### config.mk
export PLATFORM = sky130hd
export DESIGN_NAME = bessel_first_kind_series_unit
export DESIGN_NICKNAME = d
export VERILOG_FILES = /design/src/design/bfks_pkg.sv /design/src/design/bessel_first_kind_series_unit.sv /design/src/design/bfks_div.sv
export SDC_FILE = /design/constraint.sdc
export NUM_CORES = 2
export LEC_CHECK = 0
export ABC_AREA = 1
export BUFFER_PORTS_ARGS = -buffer_cell sky130_fd_sc_hd__buf_2
export CORE_ASPECT_RATIO = 1.75
export CORE_UTILIZATION = 67
export CTS_CLUSTER_SIZE = 28
export DETAILED_ROUTE_END_ITERATION = 16
export PLACE_DENSITY = 0.95
export SLEW_MARGIN = 20
export SYNTH_ARGS = -nofsm -noshare
export SYNTH_HDL_FRONTEND = slang
export SYNTH_SLANG_ARGS = --single-unit
### constraint.sdc
create_clock -name clk_i -period 12.8 [get_ports clk_i]
set_clock_uncertainty 0.2 [all_clocks]
set_input_delay 1.92 -clock clk_i [delete_from_list [all_inputs] [get_ports clk_i]]
set_output_delay 1.92 -clock clk_i [all_outputs]
set_load 0.02 [all_outputs]
### src/design/bfks_pkg.sv
// ----------------------------------------------------------------------------
// bfks_pkg
// Widths, constants, state codes and the first-term table of the Bessel unit.
// ----------------------------------------------------------------------------
package bfks_pkg;

  localparam int MAX_TERMS     = 32;
  localparam int ACC_FRAC_BITS = 40;

  // Field widths.
  localparam int ORDER_W    = 4;
  localparam int ORDER_MAX  = 15;
  localparam int ARG_W      = 16;
  localparam int TOL_W      = 32;
  localparam int OUT_W      = 32;
  localparam int TERMS_W    = 6;
  localparam int CFG_IDX_W  = 1;
  localparam int CFG_DATA_W = 32;

  // Term and accumulator magnitude width; all magnitudes clamp to all ones.
  localparam int TMAG_W = ((ACC_FRAC_BITS + 16) > 62) ? 62 : (ACC_FRAC_BITS + 16);
  localparam logic [TMAG_W-1:0] ACC_LIMIT = '1;

  // Series index and term counters.
  localparam int K_W   = $clog2(MAX_TERMS);
  localparam int CNT_W = $clog2(MAX_TERMS + 1);

  // Divisor k*(n+k), largest at the last term for the largest order.
  localparam int D_MAX = (MAX_TERMS - 1) * (ORDER_MAX + MAX_TERMS - 1);
  localparam int D_W   = $clog2(D_MAX + 1);

  // Shared multiplier: the wide operand is split into two halves.
  localparam int HALF_W = (TMAG_W + 1) / 2;
  localparam int MB_W   = 32;
  localparam int PP_W   = HALF_W + MB_W;
  localparam int PROD_W = 2 * HALF_W + MB_W;

  // Binary point shifts of the three products.
  localparam int Q_SHIFT   = 26;
  localparam int TOL_SHIFT = 32;
  localparam int POW_SHIFT = 13;

  // Radix-16 divider.
  localparam int DIV_DIGIT = 4;
  localparam int DIV_STEPS = (TMAG_W + DIV_DIGIT - 1) / DIV_DIGIT;
  localparam int DVD_W     = DIV_STEPS * DIV_DIGIT;
  localparam int DIV_CNT_W = $clog2(DIV_STEPS + 1);

  // Output scaling to Q1.30.
  localparam int FRAC_DOWN = (ACC_FRAC_BITS > 30) ? (ACC_FRAC_BITS - 30) : 0;
  localparam int FRAC_UP   = (ACC_FRAC_BITS < 30) ? (30 - ACC_FRAC_BITS) : 0;
  localparam logic [63:0] RND_HALF = (FRAC_DOWN > 0) ? (64'd1 << (FRAC_DOWN - 1)) : 64'd0;
  localparam logic [63:0] OUT_ONE  = 64'd1 << 30;

  // First term 1/n!, rounded to nearest.
  localparam logic [63:0] ACC_ONE = 64'd1 << ACC_FRAC_BITS;
  localparam logic [TMAG_W-1:0] FIRST_TERM [16] = '{
    TMAG_W'((ACC_ONE + 64'd1 / 2) / 64'd1),
    TMAG_W'((ACC_ONE + 64'd1 / 2) / 64'd1),
    TMAG_W'((ACC_ONE + 64'd2 / 2) / 64'd2),
    TMAG_W'((ACC_ONE + 64'd6 / 2) / 64'd6),
    TMAG_W'((ACC_ONE + 64'd24 / 2) / 64'd24),
    TMAG_W'((ACC_ONE + 64'd120 / 2) / 64'd120),
    TMAG_W'((ACC_ONE + 64'd720 / 2) / 64'd720),
    TMAG_W'((ACC_ONE + 64'd5040 / 2) / 64'd5040),
    TMAG_W'((ACC_ONE + 64'd40320 / 2) / 64'd40320),
    TMAG_W'((ACC_ONE + 64'd362880 / 2) / 64'd362880),
    TMAG_W'((ACC_ONE + 64'd3628800 / 2) / 64'd3628800),
    TMAG_W'((ACC_ONE + 64'd39916800 / 2) / 64'd39916800),
    TMAG_W'((ACC_ONE + 64'd479001600 / 2) / 64'd479001600),
    TMAG_W'((ACC_ONE + 64'd6227020800 / 2) / 64'd6227020800),
    TMAG_W'((ACC_ONE + 64'd87178291200 / 2) / 64'd87178291200),
    TMAG_W'((ACC_ONE + 64'd1307674368000 / 2) / 64'd1307674368000)
  };

  typedef enum logic [CFG_IDX_W-1:0] {
    CFG_ORDER     = 1'b0,
    CFG_TOLERANCE = 1'b1
  } bfks_cfg_e;

  typedef enum logic [3:0] {
    S_IDLE,
    S_SQ,
    S_INIT,
    S_TLO,
    S_THI,
    S_TSAT,
    S_DIV,
    S_BLO,
    S_BHI,
    S_CHK,
    S_PSET,
    S_PLO,
    S_PHI,
    S_PSAT,
    S_FIN
  } bfks_state_e;

endpackage

### src/design/bessel_first_kind_series_unit.sv
// ----------------------------------------------------------------------------
// bessel_first_kind_series_unit
// A new request is taken only after the previous result has moved into the
// output register; a result waits there and the input reopens meanwhile.
// Each further term runs two multiplier passes, a divide (start, 14 radix-16
// steps, result), two stop-test passes and a check.
// Reset (asynchronous, active low): order = 0, tolerance = 4295, idle.
// ----------------------------------------------------------------------------
module bessel_first_kind_series_unit (
  input  logic                                   clk_i,
  input  logic                                   rst_ni,
  input  logic                                   in_valid_i,
  output logic                                   in_stall_o,
  input  logic [bfks_pkg::ARG_W-1:0]             arg_value_i,
  output logic                                   out_valid_o,
  input  logic                                   out_stall_i,
  output logic signed [bfks_pkg::OUT_W-1:0]      bessel_value_o,
  output logic                                   converged_o,
  output logic [bfks_pkg::TERMS_W-1:0]           terms_used_o,
  input  logic                                   cfg_we_i,
  input  logic [bfks_pkg::CFG_IDX_W-1:0]         cfg_index_i,
  input  logic [bfks_pkg::CFG_DATA_W-1:0]        cfg_wdata_i
);
  import bfks_pkg::*;

  localparam int RND_W = TMAG_W + FRAC_UP + 1;

  bfks_state_e state_q, state_d;

  // Configuration registers.
  logic [ORDER_W-1:0] order_q, order_d;
  logic [TOL_W-1:0]   tol_q, tol_d;

  // Working registers of the series evaluation.
  logic [ARG_W-1:0]   x_q, x_d;
  logic [MB_W-1:0]    q_q, q_d;
  logic [TMAG_W-1:0]  tmag_q, tmag_d;
  logic signed [TMAG_W:0] sum_q, sum_d;
  logic [K_W-1:0]     k_q, k_d;
  logic [D_W-1:0]     d_q, d_d;
  logic [CNT_W-1:0]   terms_q, terms_d;
  logic               conv_q, conv_d;
  logic               neg_q, neg_d;
  logic [ORDER_W-1:0] pcnt_q, pcnt_d;
  logic [PROD_W-1:0]  prod_q, prod_d;

  // Output register.
  logic               out_valid_q, out_valid_d;
  logic [OUT_W-1:0]   bess_q, bess_d;
  logic               oconv_q, oconv_d;
  logic [TERMS_W-1:0] oterms_q, oterms_d;

  // Shared multiplier operands.
  logic [2*HALF_W-1:0] a_wide;
  logic [HALF_W-1:0]   a_part;
  logic [MB_W-1:0]     b_op;
  logic [PP_W-1:0]     pp;
  logic                mul_hi;

  // Divider hookup.
  logic               div_start;
  logic [DVD_W-1:0]   div_dividend;
  logic               div_done;
  logic [DVD_W-1:0]   div_quot;

  // Derived values.
  logic                   accept;
  logic                   load_out;
  logic [TMAG_W:0]        sum_neg;
  logic [TMAG_W-1:0]      sum_abs;
  logic [TMAG_W-1:0]      tq_sat;
  logic [TMAG_W-1:0]      pow_sat;
  logic [2*HALF_W-1:0]    bound;
  logic                   stop_hit;
  logic                   last_term;
  logic [TMAG_W-1:0]      new_term;
  logic signed [TMAG_W+1:0] sum_ext, term_ext, sum_add, lim_pos, lim_neg;
  logic [RND_W-1:0]       rnd_sum, rnd_scaled;
  logic [30:0]            out_mag;
  logic [OUT_W-1:0]       out_word;

  assign accept     = in_valid_i && (state_q == S_IDLE);
  assign in_stall_o = (state_q != S_IDLE);

  // The result leaves the datapath when the output register is empty or
  // is being drained in the same cycle.
  assign load_out = (state_q == S_FIN) && (!out_valid_q || !out_stall_i);

  // Magnitude of the running sum; it never exceeds the clamp limit.
  assign sum_neg = -sum_q;
  assign sum_abs = sum_q[TMAG_W] ? sum_neg[TMAG_W-1:0] : sum_q[TMAG_W-1:0];

  // Term product t*q/2^26, clamped to the accumulator limit before dividing.
  assign tq_sat = (|prod_q[PROD_W-1:TMAG_W+Q_SHIFT]) ? ACC_LIMIT :
                  prod_q[TMAG_W+Q_SHIFT-1:Q_SHIFT];

  // Power step |v|*x/2^13, clamped the same way.
  assign pow_sat = (|prod_q[PROD_W-1:TMAG_W+POW_SHIFT]) ? ACC_LIMIT :
                   prod_q[TMAG_W+POW_SHIFT-1:POW_SHIFT];

  // Relative stop test without a divide: |t| <= |sum|*tol/2^32.
  assign bound     = prod_q[PROD_W-1:TOL_SHIFT];
  assign stop_hit  = ((2*HALF_W)'(tmag_q) <= bound);
  assign last_term = (k_q == K_W'(MAX_TERMS - 1));

  // Accumulate the freshly divided term; odd terms are subtracted.
  assign new_term = div_quot[TMAG_W-1:0];
  assign sum_ext  = {sum_q[TMAG_W], sum_q};
  assign term_ext = $signed({2'b00, new_term});
  assign lim_pos  = $signed({2'b00, ACC_LIMIT});
  assign lim_neg  = -lim_pos;
  assign sum_add  = k_q[0] ? (sum_ext - term_ext) : (sum_ext + term_ext);

  // Round the final magnitude to Q.30, half away from zero, and clamp at one.
  assign rnd_sum    = RND_W'(tmag_q) + RND_W'(RND_HALF);
  assign rnd_scaled = (rnd_sum >> FRAC_DOWN) << FRAC_UP;
  assign out_mag    = (rnd_scaled > RND_W'(OUT_ONE)) ? OUT_ONE[30:0] : rnd_scaled[30:0];
  assign out_word   = neg_q ? (OUT_W'(0) - {1'b0, out_mag}) : {1'b0, out_mag};

  // The one multiplier: a half of the wide operand times a 32-bit operand.
  // A low pass loads the product register; a high pass adds its product in
  // one half-width up.
  always_comb begin
    a_wide = '0;
    b_op   = '0;
    mul_hi = 1'b0;
    case (state_q)
      S_SQ: begin
        a_wide = (2*HALF_W)'(x_q);
        b_op   = MB_W'(x_q);
      end
      S_TLO, S_THI: begin
        a_wide = (2*HALF_W)'(tmag_q);
        b_op   = q_q;
        mul_hi = (state_q == S_THI);
      end
      S_BLO, S_BHI: begin
        a_wide = (2*HALF_W)'(sum_abs);
        b_op   = tol_q;
        mul_hi = (state_q == S_BHI);
      end
      S_PLO, S_PHI: begin
        a_wide = (2*HALF_W)'(tmag_q);
        b_op   = MB_W'(x_q);
        mul_hi = (state_q == S_PHI);
      end
      default: begin
        a_wide = '0;
      end
    endcase
  end

  assign a_part = mul_hi ? a_wide[2*HALF_W-1:HALF_W] : a_wide[HALF_W-1:0];
  assign pp     = PP_W'(a_part) * PP_W'(b_op);

  // Next-state logic of the sequencer.
  always_comb begin
    state_d = state_q;
    case (state_q)
      S_IDLE: begin
        if (accept) state_d = S_SQ;
      end
      S_SQ:   state_d = S_INIT;
      S_INIT: state_d = S_TLO;
      S_TLO:  state_d = S_THI;
      S_THI:  state_d = S_TSAT;
      S_TSAT: state_d = S_DIV;
      S_DIV: begin
        if (div_done) state_d = S_BLO;
      end
      S_BLO:  state_d = S_BHI;
      S_BHI:  state_d = S_CHK;
      S_CHK: begin
        state_d = (stop_hit || last_term) ? S_PSET : S_TLO;
      end
      S_PSET: begin
        state_d = (order_q == '0) ? S_FIN : S_PLO;
      end
      S_PLO:  state_d = S_PHI;
      S_PHI:  state_d = S_PSAT;
      S_PSAT: begin
        state_d = ((pcnt_q + ORDER_W'(1)) == order_q) ? S_FIN : S_PLO;
      end
      S_FIN: begin
        if (load_out) state_d = S_IDLE;
      end
      default: state_d = S_IDLE;
    endcase
  end

  // Datapath updates and sequencer outputs.
  always_comb begin
    order_d      = order_q;
    tol_d        = tol_q;
    x_d          = x_q;
    q_d          = q_q;
    tmag_d       = tmag_q;
    sum_d        = sum_q;
    k_d          = k_q;
    d_d          = d_q;
    terms_d      = terms_q;
    conv_d       = conv_q;
    neg_d        = neg_q;
    pcnt_d       = pcnt_q;
    prod_d       = prod_q;
    div_start    = 1'b0;
    div_dividend = DVD_W'(tq_sat);

    // Register writes must arrive only while no request is in work; the block does not enforce this.
    if (cfg_we_i) begin
      case (bfks_cfg_e'(cfg_index_i))
        CFG_ORDER:     order_d = cfg_wdata_i[ORDER_W-1:0];
        CFG_TOLERANCE: tol_d   = cfg_wdata_i[TOL_W-1:0];
        default:       order_d = order_q;
      endcase
    end

    if (mul_hi) begin
      prod_d = prod_q + (PROD_W'(pp) << HALF_W);
    end

    case (state_q)
      S_IDLE: begin
        if (accept) x_d = arg_value_i;
      end
      S_SQ: begin
        // x*x is Q.24, which read as Q.26 is x*x/4.
        prod_d = PROD_W'(pp);
      end
      S_INIT: begin
        q_d     = prod_q[MB_W-1:0];
        tmag_d  = FIRST_TERM[order_q];
        sum_d   = $signed({1'b0, FIRST_TERM[order_q]});
        k_d     = K_W'(1);
        d_d     = D_W'(order_q) + D_W'(1);
        terms_d = CNT_W'(1);
        conv_d  = 1'b0;
      end
      S_TLO, S_BLO, S_PLO: begin
        prod_d = PROD_W'(pp);
      end
      S_TSAT: begin
        div_start = 1'b1;
      end
      S_DIV: begin
        if (div_done) begin
          tmag_d  = new_term;
          terms_d = terms_q + CNT_W'(1);
          if (sum_add > lim_pos) begin
            sum_d = lim_pos[TMAG_W:0];
          end else if (sum_add < lim_neg) begin
            sum_d = lim_neg[TMAG_W:0];
          end else begin
            sum_d = sum_add[TMAG_W:0];
          end
        end
      end
      S_CHK: begin
        conv_d = stop_hit;
        if (!stop_hit && !last_term) begin
          // k*(n+k) grows to (k+1)*(n+k+1) by adding n + 2k + 1.
          k_d = k_q + K_W'(1);
          d_d = d_q + D_W'(order_q) + D_W'({k_q, 1'b1});
        end
      end
      S_PSET: begin
        // From here on the term register carries the magnitude being scaled.
        tmag_d = sum_abs;
        neg_d  = sum_q[TMAG_W];
        pcnt_d = '0;
      end
      S_PSAT: begin
        tmag_d = pow_sat;
        pcnt_d = pcnt_q + ORDER_W'(1);
      end
      default: begin
        prod_d = prod_d;
      end
    endcase
  end

  // Output register: a result waits here until the consumer takes it.
  always_comb begin
    out_valid_d = out_valid_q;
    bess_d      = bess_q;
    oconv_d     = oconv_q;
    oterms_d    = oterms_q;
    if (load_out) begin
      out_valid_d = 1'b1;
      bess_d      = out_word;
      oconv_d     = conv_q;
      oterms_d    = TERMS_W'(terms_q);
    end else if (!out_stall_i) begin
      out_valid_d = 1'b0;
    end
  end

  bfks_div u_div (
    .clk_i      (clk_i),
    .rst_ni     (rst_ni),
    .start_i    (div_start),
    .dividend_i (div_dividend),
    .divisor_i  (d_q),
    .done_o     (div_done),
    .quotient_o (div_quot)
  );

  always_ff @(posedge clk_i or negedge rst_ni) begin
    if (!rst_ni) begin
      state_q     <= S_IDLE;
      order_q     <= '0;
      tol_q       <= TOL_W'(4295);
      out_valid_q <= 1'b0;
    end else begin
      state_q     <= state_d;
      order_q     <= order_d;
      tol_q       <= tol_d;
      out_valid_q <= out_valid_d;
    end
  end

  always_ff @(posedge clk_i) begin
    x_q      <= x_d;
    q_q      <= q_d;
    tmag_q   <= tmag_d;
    sum_q    <= sum_d;
    k_q      <= k_d;
    d_q      <= d_d;
    terms_q  <= terms_d;
    conv_q   <= conv_d;
    neg_q    <= neg_d;
    pcnt_q   <= pcnt_d;
    prod_q   <= prod_d;
    bess_q   <= bess_d;
    oconv_q  <= oconv_d;
    oterms_q <= oterms_d;
  end

  assign out_valid_o    = out_valid_q;
  assign bessel_value_o = $signed(bess_q);
  assign converged_o    = oconv_q;
  assign terms_used_o   = oterms_q;

endmodule

### src/design/bfks_div.sv
// ----------------------------------------------------------------------------
// bfks_div
// Radix-16 restoring divider: four quotient bits per cycle, narrow remainder.
// ----------------------------------------------------------------------------
module bfks_div (
  input  logic                       clk_i,
  input  logic                       rst_ni,
  input  logic                       start_i,
  input  logic [bfks_pkg::DVD_W-1:0] dividend_i,
  input  logic [bfks_pkg::D_W-1:0]   divisor_i,
  output logic                       done_o,
  output logic [bfks_pkg::DVD_W-1:0] quotient_o
);
  import bfks_pkg::*;

  logic [DVD_W-1:0]     dvd_q, dvd_d;
  logic [D_W-1:0]       rem_q, rem_d;
  logic [D_W-1:0]       dsr_q, dsr_d;
  logic [DIV_CNT_W-1:0] cnt_q, cnt_d;
  logic                 done_q, done_d;
  logic [D_W:0]         trial;
  logic [D_W-1:0]       rem_w;
  logic [DIV_DIGIT-1:0] qdig;

  // Four dependent compare-subtract steps on a remainder below the divisor.
  always_comb begin
    rem_w = rem_q;
    trial = '0;
    qdig  = '0;
    for (int i = 0; i < DIV_DIGIT; i++) begin
      trial = {rem_w, dvd_q[DVD_W-1-i]};
      if (trial >= {1'b0, dsr_q}) begin
        trial = trial - {1'b0, dsr_q};
        qdig[DIV_DIGIT-1-i] = 1'b1;
      end
      rem_w = trial[D_W-1:0];
    end
  end

  always_comb begin
    dvd_d  = dvd_q;
    rem_d  = rem_q;
    dsr_d  = dsr_q;
    cnt_d  = cnt_q;
    done_d = 1'b0;
    if (start_i) begin
      dvd_d = dividend_i;
      rem_d = '0;
      dsr_d = divisor_i;
      cnt_d = DIV_CNT_W'(DIV_STEPS);
    end else if (cnt_q != '0) begin
      dvd_d  = {dvd_q[DVD_W-DIV_DIGIT-1:0], qdig};
      rem_d  = rem_w;
      cnt_d  = cnt_q - DIV_CNT_W'(1);
      done_d = (cnt_q == DIV_CNT_W'(1));
    end
  end

  always_ff @(posedge clk_i or negedge rst_ni) begin
    if (!rst_ni) begin
      cnt_q  <= '0;
      done_q <= 1'b0;
    end else begin
      cnt_q  <= cnt_d;
      done_q <= done_d;
    end
  end

  always_ff @(posedge clk_i) begin
    dvd_q <= dvd_d;
    rem_q <= rem_d;
    dsr_q <= dsr_d;
  end

  assign done_o     = done_q;
  assign quotient_o = dvd_q;

endmodule

==> summary.txt, run 1 <==
Outcome
  – Status: aborted with a tool error
  – Failed at: global routing (5_1_grt)
  – Err: [ERROR GRT-0116] Global routing finished with congestion. Check the congestion regions in the DRC Viewer.

Logic synthesis
  – Synthesis Warnings: 0
  – Post-synth EDFFs: 355
  – Commonest cells in the netlist: inv_1, nand2_1, nor2_1, fa_1, ha_1
  – Syn Nets: 10200
  – Post-synth top flop: edfxtp_1
  – Post-synthesis async set-or-reset flop share: 0.105
  – Post-Syn Instances: 8885
  – Most frequent cell after synthesis: inv_1
  – Synth top area share: 0.236
  – Syn Std Cell Area: 0.0667 mm^2
  – Largest cells by area after synthesis: fa_1, edfxtp_1, inv_1
  – Syn_area_per_cell: 7.51 um^2
  – Register area share after synthesis: 0.189
  – Area leader, netlist: fa_1
  – Unique cell type count in the Yosys netlist: 67
  – Seq cells post-synth: 440

Clock network
  – Clock tree buffer depth: 3
  – H-tree depth: 2
  – CTS Buf Count: 41
  – Setup Buffers After CTS: 0
  – Root Buffer: clkbuf_16
  – Total clock sinks: 440

Placement
  – Routability Congestion: 1.18
  – Post-DP HPWL: 238000 um
  – Port Buffer Count: 94

Global routing
  – Gr usage total: 0.743
  – Largest net degree at the start of global routing: 100
  – Vias in the first global route: 79100
  – First-pass GRT wire length: 558000 um
  – Grt total ovfl: 812

Floorplan
  – I/O pins: 95
  – Die width: 241 um
  – Cell Rows: 152
  – Starting Density: 0.679
  – DIE HEIGHT: 419 um
-- per-layer routing --
metal | overflow | GRT usage
met5 | 2 | 0.196
met4 | 310 | 0.805
met3 | 15 | 0.524
met2 | 478 | 0.959
met1 | 7 | 0.720
-- cell families after synthesis --
kind of cell	Yosys count	share of synthesized area
adder cells (fa/ha/maj)	1251	0.323
AND/OR/NAND/NOR	3489	0.217
XOR/XNOR	310	0.0408
flip-flops	440	0.189
multiplexers	13	0.00219
AO/OA/AOI/OAI	1206	0.103
buffers and inverters	2176	0.125
-- stage by stage --
| stage | utilization | std cells | area, um^2 | hold WS, ns | setup WS, ns |
|---|---|---|---|---|---|
| floorplan | - | 8885 | 66700 | 0.200 | 2.74 |
| global placement | 0.720 | 10400 | 70800 | 0.201 | 0.145 |
| detailed placement | 0.720 | 10400 | 70800 | 0.205 | 0.0231 |
| CTS | 0.735 | 10400 | 72200 | 0.220 | 0.0433 |
-- what timing repair did --
action / in CTS
endpoints found under the setup margin: 1
cloned: 0
gates resized for setup: 1
hold buffers: 0
hold endpoints to repair: 0
==> run 2, diff against run 1 <==
--- a/config.mk
+++ b/config.mk
@@ -7,11 +7,9 @@
 export LEC_CHECK = 0
 export ABC_AREA = 1
 export BUFFER_PORTS_ARGS = -buffer_cell sky130_fd_sc_hd__buf_2
-export CORE_ASPECT_RATIO = 1.75
-export CORE_UTILIZATION = 67
-export CTS_CLUSTER_SIZE = 28
+export CORE_UTILIZATION = 40
 export DETAILED_ROUTE_END_ITERATION = 16
-export PLACE_DENSITY = 0.95
+export PLACE_DENSITY_LB_ADDON = 0.15
 export SLEW_MARGIN = 20
 export SYNTH_ARGS = -nofsm -noshare
 export SYNTH_HDL_FRONTEND = slang
==> run 2 against run 1 <==
The flow now finishes, with violations (design-rule violations). Synthesized area stayed put. Synthesized cell count stayed put.
==> summary.txt, run 2 <==
Worst setup path
  – Cell depth of the worst flop-to-flop path: 49
  – Setup CP Type: reg2reg
  – Crit-path max FO: 12
  – Setup slack, reg-to-reg: 0.47 ns
  – Top Family by Delay on Critical Path: adder cells
  – Critical Path AT: 12.65 ns
  – RR Endpoint: prod_q[83]
  – Critical Path Sink Type: register
  – Worst reg2reg startpoint: state_q[0]
  – Startpoint types: register
  – WP data required: 13.12 ns
  – CP bufs+invs: 14
  – Crit-path slowest cell: o22ai_1
  – Delay of the slowest critical-path stage: 0.61 ns

Worst hold path
  – Hold Path End: q_q[12]
  – Hold depth: 0
  – Hold Startpoint: prod_q[12]
  – Hold Path Class: reg2reg

Logic synthesis
  – Syn Nets: 10200 (unchanged)
  – Commonest cells in the netlist: inv_1, nand2_1, nor2_1, fa_1, ha_1 (unchanged)
  – Seq cells post-synth: 440 (unchanged)
  – Syn Std Cell Area: 0.0667 mm^2 (unchanged)
  – Synth top area share: 0.236 (unchanged)
  – Post-synth EDFFs: 355 (unchanged)
  – Post-Syn Instances: 8885 (unchanged)
  – Synthesis Warnings: 0 (unchanged)
  – Largest cells by area after synthesis: fa_1, edfxtp_1, inv_1 (unchanged)
  – Area leader, netlist: fa_1 (unchanged)
  – Syn_area_per_cell: 7.51 um^2 (unchanged)
  – Register area share after synthesis: 0.189 (unchanged)
  – Unique cell type count in the Yosys netlist: 67 (unchanged)
  – Post-synthesis async set-or-reset flop share: 0.105 (unchanged)
  – Post-synth top flop: edfxtp_1 (unchanged)
  – Most frequent cell after synthesis: inv_1 (unchanged)

Placement
  – Area of placed instances: 0.0711 mm^2 (was 0.0708 mm^2)
  – Placed Cells: 11200 (was 10400)
  – Dpl ws: -0.897 ns (was 0.0231 ns)
  – Routability Congestion: 1.05 (was 1.18)
  – Post-DP HPWL: 241000 um (was 238000 um)
  – Port Buffer Count: 94 (unchanged)

Clock network
  – Total clock sinks: 440 (unchanged)
  – CTS tree: built
  – Hold buffers post-CTS: 0 (unchanged)
  – Worst skew pair latency: 0.66 ns
  – Clock tree buffer depth: 3 (unchanged)
  – CTS Buf Count: 51 (was 41)
  – Clock Pin Slew Worst Setup and Hold Paths: 0.07 ns
  – H-tree depth: 2 (unchanged)
  – Root Buffer: clkbuf_16 (unchanged)

Detailed routing
  – Drt wl/cell: 25.6 um
  – Initial DRC Count: 7357
  – Via/cell ratio: 5.56
  – Vias: 62700
  – Count of antenna-violating nets left after detailed routing: 0
  – Drt pass-1 iters: 13
  – Total wire length: 289000 um
  – Remaining DRCs: 1

Outcome
  – Failing checks: design-rule violations
  – Status: finished, violations left (was aborted with a tool error)

Floorplan
  – I/O pins: 95 (unchanged)
  – Die Area: 0.168 mm^2
  – Area of the core: 0.165 mm^2
  – Die width: 410 um (was 241 um)
  – Starting Density: 0.404 (was 0.679)
  – DIE HEIGHT: 410 um (was 419 um)
  – Cell Rows: 149 (was 152)

Final layout
  – Commonest non-fill, non-tap cells in the layout: inv_1, nand2_1, nor2_1, fa_1, ha_1
  – Share of cells above drive strength 1: 0.0755
  – Final #Nets: 10300
  – Max FFs per register: 88
  – Layout Cells excl Fill: 11300
  – Layout area overhead: 9.70%
  – Reg with most FFs: prod_q
  – Commonest non-fill, non-tap cell in the layout: inv_1
  – Biggest regs: prod_q (88), sum_q (57)
  – Final Instance Area: 0.0732 mm^2

STA
  – Worst-Margin Slew: 1.22 ns
  – Final setup fails: 0
  – Max-slew headroom: 0.179
  – PnR worst setup slack: 0.469 ns
  – Final Hold Fails: 0
  – Min Tclk post-route: 12.33 ns
  – Final slew viol count: 0
  – Period utilization: 0.963
  – Total negative slack: 0 ns
  – Peak Freq: 81.1 MHz

Global routing
  – Largest net degree at the start of global routing: 125
  – Initial antenna violation count: 13
  – First-pass GRT wire length: 417000 um
  – GRT met2 Usage: 0.495
  – Met1 Use GR: 0.506
  – Gr usage total: 0.339
  – Most used routing layer in global routing: met1
  – Vias in the first global route: 60500
  – Grt met3 use: 0.0669
  – Grt total ovfl: 0

Run
  – Max cap viols: 0
## run 2: cell counts after synthesis
Identical to the previous run, type by type.
## run 2: timing repair
action                     in CTS  in global routing
setup buffers                   2                 12
setup endpoints to repair      27                 32
gates cloned                    0                  1
pin swaps                       0                  9
gates resized for setup         6                 50
## run 2: area by class of cell
cell class	count	area, um^2
multi-input combinational	6269	46200
clock buffer	56	1320
antenna	10	25.0
fill	17000	92200
timing repair buffer	402	2850
timing repair inverter	1	5.00
tap	2189	2740
inverter	1871	7040
clock inverter	37	414
sequential	440	12600
## run 2: worst max-delay path by stage
stage | cells past startpoint | endpoint | startpoint | slack (ns)
3_5_place_dp | 53 | prod_q[78] | sum_q[1] | -0.90
5_1_grt | 56 | prod_q[84] | sum_q[1] | -0.02
4_1_cts | 55 | prod_q[82] | sum_q[1] | 0.03
3_3_place_gp | 55 | prod_q[82] | sum_q[1] | -0.94
6_report | 49 | prod_q[83] | state_q[0] | 0.47
2_1_floorplan | 52 | prod_q[85] | sum_q[1] | 2.74
## run 2: metal layers
metal,share of wire,vias up,wire (um)
li1,-,28100,-
met1,0.45,31200,130000
met2,0.42,2998,121000
met3,0.10,371,29000
met4,0.031,6,8870
met5,0.00010,-,30
## run 2: logic make-up after synthesis
| group | after synthesis | synth area share |
|---|---|---|
| simple gates | 3489 | 0.217 |
| buf+inv | 2176 | 0.125 |
| fa+ha+maj | 1251 | 0.323 |
| compound gates | 1206 | 0.103 |
| flops | 440 | 0.189 |
| xor+xnor | 310 | 0.0408 |
| mux | 13 | 0.00219 |
## run 2: per-stage QoR
step                      utilization  hold slack, ns
after floorplan                     -           0.200
after CTS                       0.441           0.220
after global placement          0.430           0.204
final                           0.443           0.219
after global routing            0.443           0.225
after detailed placement        0.430           0.205
Power of run 2 is not shown: default switching activity piles up to over one toggle a cycle in this logic, so the estimate is an artifact.
